<file path="src/sv/itp_pkg.sv">
// Shared types, constants and lookup functions for the infix to postfix converter.
`default_nettype none
package itp_pkg;

  localparam int STACK_DEPTH = 16;
  localparam int CNT_W       = $clog2(STACK_DEPTH + 1);
  localparam int IDX_W       = $clog2(STACK_DEPTH);
  localparam int Q_DEPTH     = 2;
  localparam int QP_W        = $clog2(Q_DEPTH);

  localparam logic [7:0] CH_NUL   = 8'h00;
  localparam logic [7:0] CH_SPACE = 8'h20;
  localparam logic [7:0] CH_PCT   = 8'h25;
  localparam logic [7:0] CH_OPEN  = 8'h28;
  localparam logic [7:0] CH_CLOSE = 8'h29;
  localparam logic [7:0] CH_STAR  = 8'h2A;
  localparam logic [7:0] CH_PLUS  = 8'h2B;
  localparam logic [7:0] CH_MINUS = 8'h2D;
  localparam logic [7:0] CH_SLASH = 8'h2F;
  localparam logic [7:0] CH_ZERO  = 8'h30;
  localparam logic [7:0] CH_NINE  = 8'h39;
  localparam logic [7:0] CH_CARET = 8'h5E;

  localparam logic [2:0] CODE_OPEN  = 3'd0;
  localparam logic [2:0] CODE_PLUS  = 3'd1;
  localparam logic [2:0] CODE_MINUS = 3'd2;
  localparam logic [2:0] CODE_STAR  = 3'd3;
  localparam logic [2:0] CODE_SLASH = 3'd4;
  localparam logic [2:0] CODE_PCT   = 3'd5;
  localparam logic [2:0] CODE_CARET = 3'd6;
  localparam logic [2:0] CODE_NONE  = 3'd7;

  localparam logic [2:0] ACT_END    = 3'd0;
  localparam logic [2:0] ACT_DIGIT  = 3'd1;
  localparam logic [2:0] ACT_OPEN   = 3'd2;
  localparam logic [2:0] ACT_CLOSE  = 3'd3;
  localparam logic [2:0] ACT_BIN    = 3'd4;
  localparam logic [2:0] ACT_UNARY  = 3'd5;
  localparam logic [2:0] ACT_IGNORE = 3'd6;

  localparam logic [1:0] CLS_START = 2'd0;
  localparam logic [1:0] CLS_OPER  = 2'd1;
  localparam logic [1:0] CLS_OPEN  = 2'd2;
  localparam logic [1:0] CLS_OTHER = 2'd3;

  typedef struct packed {
    logic [2:0] act;
    logic [2:0] code;
    logic [7:0] ch;
    logic       space_first;
  } rec_t;

  function automatic logic [2:0] oper_code(input logic [7:0] c);
    logic [2:0] r;
    case (c)
      CH_PLUS:  r = CODE_PLUS;
      CH_MINUS: r = CODE_MINUS;
      CH_STAR:  r = CODE_STAR;
      CH_SLASH: r = CODE_SLASH;
      CH_PCT:   r = CODE_PCT;
      CH_CARET: r = CODE_CARET;
      default:  r = CODE_NONE;
    endcase
    return r;
  endfunction

  function automatic logic [7:0] code_char(input logic [2:0] code);
    logic [7:0] r;
    case (code)
      CODE_OPEN:  r = CH_OPEN;
      CODE_PLUS:  r = CH_PLUS;
      CODE_MINUS: r = CH_MINUS;
      CODE_STAR:  r = CH_STAR;
      CODE_SLASH: r = CH_SLASH;
      CODE_PCT:   r = CH_PCT;
      CODE_CARET: r = CH_CARET;
      default:    r = CH_NUL;
    endcase
    return r;
  endfunction

  function automatic logic [1:0] code_prec(input logic [2:0] code);
    logic [1:0] r;
    case (code)
      CODE_PLUS, CODE_MINUS:          r = 2'd1;
      CODE_STAR, CODE_SLASH, CODE_PCT: r = 2'd2;
      CODE_CARET:                     r = 2'd3;
      default:                        r = 2'd0;
    endcase
    return r;
  endfunction

endpackage
`default_nettype wire

</file>
<file path="src/sv/infix_to_postfix_converter.sv">
// Top level of the infix to postfix converter: front end, record queue, stack engine.
//
//   channel | direction | tdata    | tuser    | tlast
//   s_*     | in        | ch       | kind     | -
//   m_*     | out       | out_char | overflow | last
//
// Each input transaction is dispatched from the queue head in the stack engine, then
// emits its result characters one by one; a digit emits itself, an open bracket or an
// ignored character nothing but a leading space. A closing bracket or a binary operator
// ends its pop loop in a state that emits nothing. One stack engine state machine runs both.
// Reset is synchronous; it empties the queue, the stack and the output register.
// A stalled output holds the engine; the two-entry queue takes input until full.
`default_nettype none
module infix_to_postfix_converter (
  input  wire logic       clk,
  input  wire logic       rst,
  input  wire logic       s_tvalid,
  output logic            s_tready,
  input  wire logic [7:0] s_tdata,   // ch
  input  wire logic       s_tuser,   // kind
  output logic            m_tvalid,
  input  wire logic       m_tready,
  output logic [7:0]      m_tdata,   // out_char
  output logic            m_tlast,   // last
  output logic            m_tuser    // overflow
);
  import itp_pkg::*;

  logic q_push;
  logic q_full;
  logic q_pop;
  logic q_valid;
  rec_t q_in;
  rec_t q_head;

  itp_front u_front (
    .clk      (clk),
    .rst      (rst),
    .s_tvalid (s_tvalid),
    .s_tready (s_tready),
    .s_tdata  (s_tdata),
    .s_tuser  (s_tuser),
    .q_full   (q_full),
    .q_push   (q_push),
    .q_rec    (q_in)
  );

  itp_queue u_queue (
    .clk        (clk),
    .rst        (rst),
    .push       (q_push),
    .push_rec   (q_in),
    .full       (q_full),
    .pop        (q_pop),
    .head_valid (q_valid),
    .head       (q_head)
  );

  itp_back u_back (
    .clk        (clk),
    .rst        (rst),
    .head_valid (q_valid),
    .head       (q_head),
    .q_pop      (q_pop),
    .m_tvalid   (m_tvalid),
    .m_tready   (m_tready),
    .m_tdata    (m_tdata),
    .m_tlast    (m_tlast),
    .m_tuser    (m_tuser)
  );

endmodule
`default_nettype wire

</file>
<file path="src/sv/itp_front.sv">
// Front end: accepts input characters and classifies them into queue records.
`default_nettype none
module itp_front (
  input  wire logic        clk,
  input  wire logic        rst,
  input  wire logic        s_tvalid,
  output logic             s_tready,
  input  wire logic [7:0]  s_tdata,   // ch
  input  wire logic        s_tuser,   // kind
  input  wire logic        q_full,
  output logic             q_push,
  output itp_pkg::rec_t    q_rec
);
  import itp_pkg::*;

  logic       in_number;
  logic [1:0] prev_class;
  logic       in_number_next;
  logic [1:0] prev_class_next;
  logic       is_digit;
  logic [2:0] code;

  assign s_tready = !q_full;
  assign q_push   = s_tvalid && !q_full;
  assign is_digit = (s_tdata >= CH_ZERO) && (s_tdata <= CH_NINE);
  assign code     = oper_code(s_tdata);

  always_comb begin
    q_rec.ch          = s_tdata;
    q_rec.code        = code;
    q_rec.space_first = in_number && (s_tuser || !is_digit);
    q_rec.act         = ACT_IGNORE;
    in_number_next    = 1'b0;
    prev_class_next   = CLS_OTHER;
    if (s_tuser) begin
      q_rec.act       = ACT_END;
      prev_class_next = CLS_START;
    end else if (is_digit) begin
      q_rec.act      = ACT_DIGIT;
      in_number_next = 1'b1;
    end else if (s_tdata == CH_OPEN) begin
      q_rec.act       = ACT_OPEN;
      q_rec.code      = CODE_OPEN;
      prev_class_next = CLS_OPEN;
    end else if (s_tdata == CH_CLOSE) begin
      q_rec.act = ACT_CLOSE;
    end else if (code != CODE_NONE) begin
      q_rec.act       = (code == CODE_MINUS && prev_class != CLS_OTHER) ? ACT_UNARY : ACT_BIN;
      prev_class_next = CLS_OPER;
    end
  end

  always_ff @(posedge clk) begin
    if (rst) begin
      in_number  <= 1'b0;
      prev_class <= CLS_START;
    end else if (q_push) begin
      in_number  <= in_number_next;
      prev_class <= prev_class_next;
    end
  end

endmodule
`default_nettype wire

</file>
<file path="src/sv/itp_queue.sv">
// Short record queue between the front end and the stack engine.
`default_nettype none
module itp_queue (
  input  wire logic          clk,
  input  wire logic          rst,
  input  wire logic          push,
  input  wire itp_pkg::rec_t push_rec,
  output logic               full,
  input  wire logic          pop,
  output logic               head_valid,
  output itp_pkg::rec_t      head
);
  import itp_pkg::*;

  rec_t             mem [Q_DEPTH];
  logic [QP_W-1:0]  wr_ptr;
  logic [QP_W-1:0]  rd_ptr;
  logic [QP_W:0]    fill;
  logic             do_pop;

  assign full       = (fill == (QP_W + 1)'(Q_DEPTH));
  assign head_valid = (fill != '0);
  assign head       = mem[rd_ptr];
  assign do_pop     = pop && head_valid;

  always_ff @(posedge clk) begin
    if (push) begin
      mem[wr_ptr] <= push_rec;
    end
  end

  always_ff @(posedge clk) begin
    if (rst) begin
      wr_ptr <= '0;
      rd_ptr <= '0;
      fill   <= '0;
    end else begin
      if (push) begin
        wr_ptr <= (wr_ptr == QP_W'(Q_DEPTH - 1)) ? '0 : wr_ptr + 1'b1;
      end
      if (do_pop) begin
        rd_ptr <= (rd_ptr == QP_W'(Q_DEPTH - 1)) ? '0 : rd_ptr + 1'b1;
      end
      case ({push, do_pop})
        2'b10:   fill <= fill + 1'b1;
        2'b01:   fill <= fill - 1'b1;
        default: fill <= fill;
      endcase
    end
  end

endmodule
`default_nettype wire

</file>
<file path="src/sv/itp_back.sv">
// Stack engine: runs queued records against the operator stack and emits results.
`default_nettype none
module itp_back (
  input  wire logic          clk,
  input  wire logic          rst,
  input  wire logic          head_valid,
  input  wire itp_pkg::rec_t head,
  output logic               q_pop,
  output logic               m_tvalid,
  input  wire logic          m_tready,
  output logic [7:0]         m_tdata,   // out_char
  output logic               m_tlast,   // last
  output logic               m_tuser    // overflow
);
  import itp_pkg::*;

  localparam logic [2:0] S_START  = 3'd0;
  localparam logic [2:0] S_SPACE  = 3'd1;
  localparam logic [2:0] S_DIGIT  = 3'd2;
  localparam logic [2:0] S_ENDPOP = 3'd3;
  localparam logic [2:0] S_POP    = 3'd4;
  localparam logic [2:0] S_POPSP  = 3'd5;
  localparam logic [2:0] S_ZERO   = 3'd6;
  localparam logic [2:0] S_ZSP    = 3'd7;

  logic [2:0]       stack [STACK_DEPTH];
  logic [CNT_W-1:0] count;
  logic [CNT_W-1:0] count_next;
  logic [2:0]       state;
  logic [2:0]       state_next;
  logic             ovf;
  logic             ovf_next;
  rec_t             cur;
  rec_t             sel;
  logic [IDX_W-1:0] top_idx;
  logic [2:0]       top_code;
  logic             full_stk;
  logic             popc;
  logic             can_emit;
  logic             emit;
  logic [7:0]       emit_char;
  logic             emit_last;
  logic             push_en;
  logic [2:0]       push_code;

  assign can_emit = !m_tvalid || m_tready;
  assign sel      = (state == S_START) ? head : cur;
  assign top_idx  = IDX_W'(count - 1'b1);
  assign top_code = stack[top_idx];
  assign full_stk = (count == CNT_W'(STACK_DEPTH));

  always_comb begin
    popc = 1'b0;
    if (count != '0) begin
      if (sel.act == ACT_BIN) begin
        popc = code_prec(top_code) >= code_prec(sel.code);
      end else if (sel.act == ACT_CLOSE) begin
        popc = top_code != CODE_OPEN;
      end
    end
  end

  always_comb begin
    state_next = state;
    count_next = count;
    ovf_next   = ovf;
    q_pop      = 1'b0;
    emit       = 1'b0;
    emit_char  = CH_SPACE;
    emit_last  = 1'b0;
    push_en    = 1'b0;
    push_code  = CODE_OPEN;
    case (state)
      S_START: begin
        if (head_valid) begin
          q_pop = 1'b1;
          if (full_stk && (head.act == ACT_OPEN || head.act == ACT_UNARY ||
                           (head.act == ACT_BIN && !popc))) begin
            ovf_next = 1'b1;
          end
          if (head.space_first) begin
            state_next = S_SPACE;
          end else begin
            case (head.act)
              ACT_END:             state_next = S_ENDPOP;
              ACT_DIGIT:           state_next = S_DIGIT;
              ACT_CLOSE, ACT_BIN:  state_next = S_POP;
              ACT_UNARY:           state_next = S_ZERO;
              ACT_OPEN:            push_en    = 1'b1;
              default:             state_next = S_START;
            endcase
          end
        end
      end
      S_SPACE: begin
        if (can_emit) begin
          emit = 1'b1;
          case (cur.act)
            ACT_END: begin
              state_next = S_ENDPOP;
            end
            ACT_CLOSE, ACT_BIN: begin
              emit_last  = !popc;
              state_next = S_POP;
            end
            ACT_UNARY: begin
              state_next = S_ZERO;
            end
            ACT_OPEN: begin
              emit_last  = 1'b1;
              push_en    = 1'b1;
              state_next = S_START;
            end
            default: begin
              emit_last  = 1'b1;
              state_next = S_START;
            end
          endcase
        end
      end
      S_DIGIT: begin
        if (can_emit) begin
          emit       = 1'b1;
          emit_char  = cur.ch;
          emit_last  = 1'b1;
          state_next = S_START;
        end
      end
      S_ENDPOP: begin
        if (can_emit) begin
          emit = 1'b1;
          if (count != '0) begin
            emit_char  = code_char(top_code);
            count_next = count - 1'b1;
          end else begin
            emit_char  = CH_NUL;
            emit_last  = 1'b1;
            state_next = S_START;
          end
        end
      end
      S_POP: begin
        if (popc) begin
          if (can_emit) begin
            emit       = 1'b1;
            emit_char  = code_char(top_code);
            count_next = count - 1'b1;
            state_next = S_POPSP;
          end
        end else begin
          if (cur.act == ACT_BIN) begin
            push_en   = 1'b1;
            push_code = cur.code;
          end else if (count != '0) begin
            count_next = count - 1'b1;
          end
          state_next = S_START;
        end
      end
      S_POPSP: begin
        if (can_emit) begin
          emit       = 1'b1;
          emit_last  = !popc;
          state_next = S_POP;
        end
      end
      S_ZERO: begin
        if (can_emit) begin
          emit       = 1'b1;
          emit_char  = CH_ZERO;
          state_next = S_ZSP;
        end
      end
      S_ZSP: begin
        if (can_emit) begin
          emit       = 1'b1;
          emit_last  = 1'b1;
          push_en    = 1'b1;
          push_code  = CODE_MINUS;
          state_next = S_START;
        end
      end
      default: begin
        state_next = S_START;
      end
    endcase
    if (push_en && !full_stk) begin
      count_next = count + 1'b1;
    end
  end

  always_ff @(posedge clk) begin
    if (push_en && !full_stk) begin
      stack[IDX_W'(count)] <= push_code;
    end
    if (state == S_START && head_valid) begin
      cur <= head;
    end
    if (emit) begin
      m_tdata <= emit_char;
      m_tlast <= emit_last;
      m_tuser <= ovf;
    end
  end

  always_ff @(posedge clk) begin
    if (rst) begin
      state    <= S_START;
      count    <= '0;
      ovf      <= 1'b0;
      m_tvalid <= 1'b0;
    end else begin
      state <= state_next;
      count <= count_next;
      ovf   <= ovf_next;
      if (emit) begin
        m_tvalid <= 1'b1;
      end else if (m_tready) begin
        m_tvalid <= 1'b0;
      end
    end
  end

endmodule
`default_nettype wire

</file>
<file path="config.mk">
export PLATFORM = sky130hd
export DESIGN_NAME = infix_to_postfix_converter
export DESIGN_NICKNAME = d
export VERILOG_FILES = /design/src/sv/itp_pkg.sv /design/src/sv/infix_to_postfix_converter.sv /design/src/sv/itp_front.sv /design/src/sv/itp_queue.sv /design/src/sv/itp_back.sv
export SDC_FILE = /design/constraint.sdc
export NUM_CORES = 1
export LEC_CHECK = 0
export ABC_AREA = 1
export BUFFER_PORTS_ARGS = -buffer_cell sky130_fd_sc_hd__buf_2
export CAP_MARGIN = 20
export CORE_ASPECT_RATIO = 0.7
export CORE_UTILIZATION = 25
export CTS_CLUSTER_DIAMETER = 120
export CTS_CLUSTER_SIZE = 24
export DETAILED_ROUTE_END_ITERATION = 8
export PLACE_DENSITY = 0.42
export SLEW_MARGIN = 10
export SYNTH_ARGS = -nofsm -noshare
export SYNTH_HDL_FRONTEND = slang
export SYNTH_SLANG_ARGS = --single-unit
</file>
<file path="constraint.sdc">
create_clock -name clk -period 6.4 [get_ports clk]
set_input_delay 0.32 -clock clk [delete_from_list [all_inputs] [get_ports clk]]
set_output_delay 0.32 -clock clk [all_outputs]
set_load 0.01 [all_outputs]
</file>
Word-level counts from Yosys, hierarchy flattened
Memories as Yosys holds them, arrays and structs flattened. A register that Yosys moved wholly into a read port is not among the register bits.
Index checks and enable logic that the tools add are counted.

storage, ports and cells
  bits in registers = 42
  bits in writable memories = 78
  input bits = 13
  memories = 2

memory list
  name          words  width  read ports  clocked after Yosys merged registers in  write ports  line             source
  u_back.stack  16     3      1           0                                        1            itp_back.sv:26   logic [2:0] stack [STACK_DEPTH];
  u_queue.mem   2      15     1           1                                        1            itp_queue.sv:15  rec_t mem [Q_DEPTH];

operators by class
  $add $sub $neg = 6
  $lt $le $gt $ge = 3
  equality and inequality tests = 57
  muxes and demuxes = 89
  reductions and logical operators = 40

operator list
  operator                                                                count
  3-bit 2-to-1 mux                                                        20
  8-bit by 6-bit equality test with 1-bit output (second input constant)  7
  7-bit one-hot mux with 7 select lines                                   1
  3-bit equality test (second input constant)                             15
  3-bit by 2-bit equality test with 1-bit output (second input constant)  12
  5-bit 2-to-1 mux                                                        7
  8-bit one-hot mux with 4 select lines                                   1
  1-bit 2-to-1 mux                                                        31
  8-bit 2-to-1 mux                                                        3
  3-bit one-hot mux with 7 select lines                                   1
  2-bit 2-to-1 mux                                                        10
  3-bit one-hot mux with 6 select lines                                   1
  15-bit 2-to-1 mux                                                       1
  3-bit one-hot mux with 5 select lines                                   1
  7-bit 2-to-1 mux                                                        2
  3-bit by 1-bit equality test with 1-bit output (second input constant)  4
  3-bit zero test                                                         4
  2-bit by 1-bit != test with 1-bit output (second input constant)        6
  2-bit one-hot mux with 3 select lines                                   2
  2-bit OR reduction                                                      6
  5-bit one-hot mux with 2 select lines                                   1
  1-bit logical AND                                                       9
  3-bit one-hot mux with 3 select lines                                   1
  9-bit AND reduction                                                     1
  other kinds (31)                                                        48

Longest topological paths before layout
  depth after elaboration = 15
  mapped depth = 28

By module
Synthesis repeated with hierarchy kept, for this count alone.

second synthesis, totals
  cell total of the unflattened synthesis = 661
  area, all modules = 6269.8 sq um

modules (own cells, without submodules)
  module     instances  cells an instance  area each (sq um)
  itp_back   1          487                4377.9
  itp_queue  1          84                 1377.6
  itp_front  1          90                 514.2

Worst setup path after synthesis
OpenSTA, ideal clock, no wires.

  kind = register -> register
  from = register u_back.count[0]
  to = memory u_back.stack[0][1], data pin
  arrival time = 3314 ps
  path slack = 2756 ps
  stages on the path, launching flop included = 21
  clock period less this slack = 3644 ps
  cells stage by stage = dfxtp_1 buf_6 inv_4 buf_6 ha_1 clkbuf_2 inv_1 buf_2 nand3_1 nand3_1 nand3_1 nand2_1 inv_1 nand2_1 nand3_1 ha_1 o21ai_0 nand2_2 nand3_4 nand2_4 o21ai_0

on the way
  longest elaborated chain between the ends = 12

RTL lines
  what                                                                    line             source
  from (decl)                                                             itp_back.sv:27   logic [CNT_W-1:0] count;
  from (signal assigned)                                                  itp_back.sv:214  count <= count_next;
  5-bit by 1-bit subtractor with 5-bit output                             itp_back.sv:48   assign top_idx = IDX_W'(count - 1'b1);
  memory read 16 x 3 bit                                                  --
  3-bit by 2-bit equality test with 1-bit output (tied with other cells)  itp_pkg.sv:84    case (code)
  3-bit OR reduction / 2-bit OR reduction (equally long branches)         itp_pkg.sv:84
  2-bit one-hot mux with 3 select lines                                   itp_pkg.sv:84
  2-bit 2-to-1 mux                                                        itp_back.sv:55   if (sel.act == ACT_BIN) begin
  2-bit 2-to-1 mux                                                        itp_back.sv:54   if (count != '0) begin
  2-bit >= comparator                                                     itp_back.sv:56   popc = code_prec(top_code) >= code_prec(sel.code);
  1-bit 2-to-1 mux                                                        itp_back.sv:55
  1-bit 2-to-1 mux (*)                                                    itp_back.sv:54
  3-bit 2-to-1 mux (*)                                                    itp_back.sv:143  if (popc) begin
  3-bit one-hot mux with 2 select lines (*)                               itp_back.sv:73   case (state)
  net u_back.push_code[1]                                                 itp_back.sv:44   logic [2:0] push_code;
  to (decl)                                                               itp_back.sv:26

Mark *: on every way through the listed nets, which the timed path passes. The rest lies on a longest branch. The select of a mux whose other input is x is not followed.

Worst setup path in the final report
  from = register u_back.count[0]
  to = register u_back.m_tdata[0] (enable)

on the way
  longest elaborated chain between the ends = 12

RTL lines
  what                                                                    line             source
  5-bit by 1-bit subtractor with 5-bit output                             itp_back.sv:48
  memory read 16 x 3 bit                                                  --
  3-bit by 2-bit equality test with 1-bit output (tied with other cells)  itp_pkg.sv:84
  3-bit OR reduction / 2-bit OR reduction (equally long branches)         itp_pkg.sv:84
  2-bit one-hot mux with 3 select lines                                   itp_pkg.sv:84
  2-bit 2-to-1 mux                                                        itp_back.sv:55
  2-bit 2-to-1 mux                                                        itp_back.sv:54
  2-bit >= comparator                                                     itp_back.sv:56
  1-bit 2-to-1 mux                                                        itp_back.sv:55
  1-bit 2-to-1 mux (*)                                                    itp_back.sv:54
  1-bit 2-to-1 mux (*)                                                    itp_back.sv:143
  1-bit one-hot mux with 2 select lines (*)                               itp_back.sv:73
  net u_back.emit                                                         itp_back.sv:40   logic emit;
  to (signal assigned)                                                    itp_back.sv:200  m_tdata <= emit_char;
  to (decl)                                                               itp_back.sv:11   output logic [7:0] m_tdata,

Marked as above.
A chain may end at the register's enable or synchronous reset.

==> reports/qor.log <==
INFO  status         result_of_the_run=completed
INFO  die            placeableCoreArea=22,900um2
INFO  synth          synth_area_leader_cell=sky130_fd_sc_hd__edfxtp_1
INFO  worst_hold_path holdCritPathClass=input port to flop
INFO  power          clock_power_share=0.272
INFO  worst_setup_path cells_along_the_critical_path=buf_4, inv_4, ha_1, inv_1, nand3_1, nand3_1, nand3_1, nand2_1, nor2_1, xor2_1, ha_1, o21ai_0, nand2_2, nand4_1, a21oi_1
INFO  placement      dp.cells=950
INFO  worst_hold_path hold_path_depth=1
INFO  sta            tightestPinTransition=1.01ns
INFO  sta            maxSlewHeadroom=0.328
INFO  worst_setup_path critical_path.endpoint_type=flop
INFO  synth          mappedNetlistArea=5910um2
INFO  synth          synth.yosys.warnings=0
INFO  grt            top_usage_layer=met1
INFO  worst_setup_path worstSetupStartpointType=flop
INFO  route          routedWlPerCell=15.0um
INFO  power          seqPwrFrac=0.315
INFO  final_layout   diodes=0
INFO  grt            grt_start_max_net_pins=31
INFO  power          internal_power=0.00212W
INFO  sta            unrepaired_setup_endpoints_after_global_routing=no
INFO  clock_tree     postCtsSetupRepairBufs=0
INFO  clock_tree     number_of_sinks_on_the_clock_net=120
INFO  clock_tree     clock_tree_from_tritoncts=done
INFO  die            boundaryPins=25
INFO  clock_tree     clock_path_buffers=2
INFO  worst_setup_path cpMostUsedCell=sky130_fd_sc_hd__nand3_1
INFO  clock_tree     clkLatencyLatePin=0.42ns
INFO  synth          syn-num-nets=644
INFO  clock_tree     cts_buffers=17
INFO  die            chipHeight=131um
INFO  power          leakagePower=2.78nW
INFO  placement      hpwl=11.0mm
INFO  worst_setup_path timing.rr.start=u_back.count[0]$_SDFFE_PP0P_
INFO  synth          synthTopCellsByCount=147 x sky130_fd_sc_hd__nand2_1, 102 x sky130_fd_sc_hd__edfxtp_1, 72 x sky130_fd_sc_hd__nor2_1, 69 x sky130_fd_sc_hd__inv_1, 65 x sky130_fd_sc_hd__nand3_1
INFO  synth          yosys_most_used_dff=sky130_fd_sc_hd__edfxtp_1
INFO  grt            global_route.usage.met1=0.200
INFO  sta            finalHoldViolations=0
INFO  die            fp.dieW=186um
INFO  clock_tree     cts_max_level=4
INFO  placement      finalWeightedCongestion=0.877
INFO  worst_hold_path timing.hold.worst_endpoint=u_queue.mem[0][6]$_DFFE_PP_
INFO  route          drt_iter0_markers=310
INFO  flow_run       drv_cap=0
INFO  die            dieArea=24,300um2
INFO  grt            grt_overflow_total=0
INFO  grt            grt_pass1_vias=4,146
INFO  clock_tree     clockRootBuffer=sky130_fd_sc_hd__clkbuf_16
INFO  synth          post_synthesis_area_per_instance=9.49um2
INFO  synth          synthTopCellsByArea=sky130_fd_sc_hd__edfxtp_1 52%, sky130_fd_sc_hd__nand2_1 9.3%, sky130_fd_sc_hd__dfxtp_1 6.1%
INFO  route          antenna_violating_nets_post_route=0
INFO  route          detail_route.first_pass.iterations=5
INFO  clock_tree     clk_pin_slew_worst_paths=0.05ns
INFO  power          netSwitchingPower=0.00144W
INFO  sta            timing.final.max_slew_violations=0
INFO  worst_setup_path cp.required=6.43ns
INFO  power          combinationalPowerShare=0.413
INFO  worst_hold_path worstHoldStart=s_tdata[5]
INFO  sta            maxClockFrequency=226MHz
INFO  grt            antenna_found_initial=2
INFO  placement      pre_cts_ws=2.03ns
INFO  route          vias=4,410
INFO  die            number_of_placement_rows=46
INFO  synth          yosys_register_bits=120
INFO  route          routed_wirelength=14.7mm
INFO  power          worst_ir_drop_vdd=208uV
INFO  synth          synth-async-reset-ratio=0
INFO  synth          synth_edf_count=102
INFO  power          switching_share=0.405
INFO  synth          yosysMostFrequentCell=sky130_fd_sc_hd__nand2_1
INFO  final_layout   nets=678
INFO  sta            fin_worst_skew=0.00973ns
INFO  final_layout   flow.area_growth_from_synthesis=17.7%
INFO  worst_setup_path path_class=flop to flop
INFO  sta            period_share=0.690
INFO  clock_tree     cts.repair.resized=0
INFO  sta            tns=0ns
INFO  route          routed_via_density=4.49
INFO  grt            grt_util_met3=0.0385
INFO  worst_setup_path crit_path_max_incr_delay=0.83ns
INFO  synth          synth.lib_cells_used.distinct=42
INFO  synth          netlist.area_leader.share=0.518
INFO  sta            post-route-min-period=4.42ns
INFO  worst_setup_path cp.arrival=4.45ns
INFO  worst_setup_path path_delay_family=adder cells
INFO  grt            global_routing_usage_summed_across_all_routing_layers=0.130
INFO  route          number_of_remaining_drc_errors=0
INFO  die            floorplan.initialDensity=0.258
INFO  sta            final-setup-viol-count=0
INFO  worst_setup_path critPathSlowestCell=sky130_fd_sc_hd__a21oi_1
INFO  synth          ys_seq_area_frac=0.579
INFO  placement      numPortBuffers=24
INFO  worst_setup_path ff2ff_path_depth=15
INFO  sta            final_critical_path_setup_slack=1.98ns
INFO  final_layout   drive_gt1_frac=0.143
INFO  grt            grt_first_pass_wirelength=23.1mm
INFO  grt            grtUsageMet2=0.171
INFO  synth          synthesis.instances=623
INFO  worst_setup_path crit-reg2reg-capture=u_back.m_tdata[0]$_DFFE_PP_
INFO  clock_tree     hold_buffers=0
INFO  power          report.power.total=0.00355W
INFO  power          pwr_density_cell=510nW/um2
INFO  worst_setup_path worst-path-buf-inv=3
INFO  worst_setup_path path_max_fanout=30
INFO  final_layout   instances_no_fill=982
INFO  worst_setup_path setup.reg_to_reg.worst_slack=1.98ns
worst register-to-register path: cells and delay by family, from the launching register on:
kind / cells / cell delay [ns]
flops: 1 / 0.31
buf+inv: 3 / 0.81
xor+xnor: 1 / 0.09
fa+ha+maj: 2 / 0.96
simple gates: 7 / 0.94
compound gates: 2 / 0.92
cell families after synthesis:
logic type,count (synthesis),synth area share
xor+xnor,5,0.00741
compound gates,70,0.0684
mux,12,0.0229
fa+ha+maj,8,0.0169
flops,120,0.579
buf+inv,91,0.0686
simple gates,317,0.237
power groups by stage:
stage,logic (W),registers (W),clock network [W]
finish,0.00147,0.00112,0.000965
global route,0.00168,0.00114,0.00102
CTS,0.00147,0.00112,0.000986
detailed placement,0.00147,0.00114,0
global placement,0.00146,0.00114,0
floorplan,0.00114,0.00109,0
per-layer routing:
layer	wire, um	vias to the layer above	share of wire
li1	-	2177	-
met3	985	7	0.067
met4	80	2	0.0054
met1	7860	2097	0.53
met2	5770	127	0.39
met5	13	-	0.00088
metrics by stage:
stage	area (um2)	hold WS (ns)	utilization
finish	6960	0.126	0.304
global route	6960	0.107	0.304
CTS	6960	0.106	0.304
detailed placement	6360	0.450	0.278
global placement	6360	0.437	0.278
floorplan	5910	0.382	-
state kept, by name, summed over array words and instances, names as in the netlist, named ones only:
signal and flops:
u_queue.rd_ptr 1, u_back.m_tuser 1, u_front.prev_class 2, u_back.m_tlast 1, u_queue.fill 2, u_back.count 2
u_back.ovf 1, u_queue.wr_ptr 1, u_back.m_tdata 8, u_back.stack 48, u_front.in_number 1, u_back.cur 14
u_back.state 3, u_back.m_tvalid 1, u_queue.mem 30
final cells by class:
| type | count | area [um2] |
|---|---|---|
| Timing Repair Buffer | 31 | 173 |
| Tap cell | 312 | 390 |
| Clock inverter | 8 | 120 |
| Clock buffer | 24 | 482 |
| Sequential cell | 120 | 3420 |
| Multi-Input combinational cell | 412 | 2080 |
| Inverter | 75 | 289 |
| Fill cell | 2398 | 15900 |
worst max-delay path by stage:
stage                                 start                            to  slack, ns  cells past startpoint
2_1_floorplan  u_back.count[0]$_SDFFE_PP0P_  u_back.stack[0][1]$_DFFE_PP_       2.76                     20
3_3_place_gp   u_back.count[0]$_SDFFE_PP0P_   u_back.m_tdata[7]$_DFFE_PP_       2.12                     15
3_5_place_dp   u_back.count[0]$_SDFFE_PP0P_   u_back.m_tdata[7]$_DFFE_PP_       2.03                     15
4_1_cts        u_back.count[0]$_SDFFE_PP0P_   u_back.m_tdata[0]$_DFFE_PP_       2.03                     15
5_1_grt        u_back.count[0]$_SDFFE_PP0P_  u_back.stack[7][0]$_DFFE_PP_       1.55                     21
6_report       u_back.count[0]$_SDFFE_PP0P_   u_back.m_tdata[0]$_DFFE_PP_       1.98                     15
layout by cell type, fill, tap and decap left out, types with 2 or more instances in the layout:
cell type	n
sky130_fd_sc_hd__nor2_1	72
sky130_fd_sc_hd__o21ai_1	4
sky130_fd_sc_hd__bufinv_16	3
sky130_fd_sc_hd__xor2_1	4
sky130_fd_sc_hd__nand3_1	65
sky130_fd_sc_hd__o21a_1	3
sky130_fd_sc_hd__buf_2	24
sky130_fd_sc_hd__o211ai_1	3
sky130_fd_sc_hd__clkbuf_1	4
sky130_fd_sc_hd__clkbuf_8	3
sky130_fd_sc_hd__nand2_1	147
sky130_fd_sc_hd__clkinvlp_4	2
sky130_fd_sc_hd__a31oi_1	5
sky130_fd_sc_hd__mux2_2	12
sky130_fd_sc_hd__nand4_1	9
sky130_fd_sc_hd__inv_2	3
sky130_fd_sc_hd__a41oi_1	2
sky130_fd_sc_hd__o21ai_0	27
sky130_fd_sc_hd__clkinv_2	3
sky130_fd_sc_hd__inv_1	69
sky130_fd_sc_hd__clkbuf_16	17
sky130_fd_sc_hd__a211oi_1	2
sky130_fd_sc_hd__a21oi_2	2
sky130_fd_sc_hd__ha_1	8
sky130_fd_sc_hd__dfxtp_1	18
sky130_fd_sc_hd__buf_4	7
sky130_fd_sc_hd__edfxtp_1	102
sky130_fd_sc_hd__nor3_1	5
sky130_fd_sc_hd__nor2_2	2
sky130_fd_sc_hd__nand2_4	4
sky130_fd_sc_hd__nand2_2	7
sky130_fd_sc_hd__a21oi_1	18
Note: power is estimated with default switching activity, not from simulation.
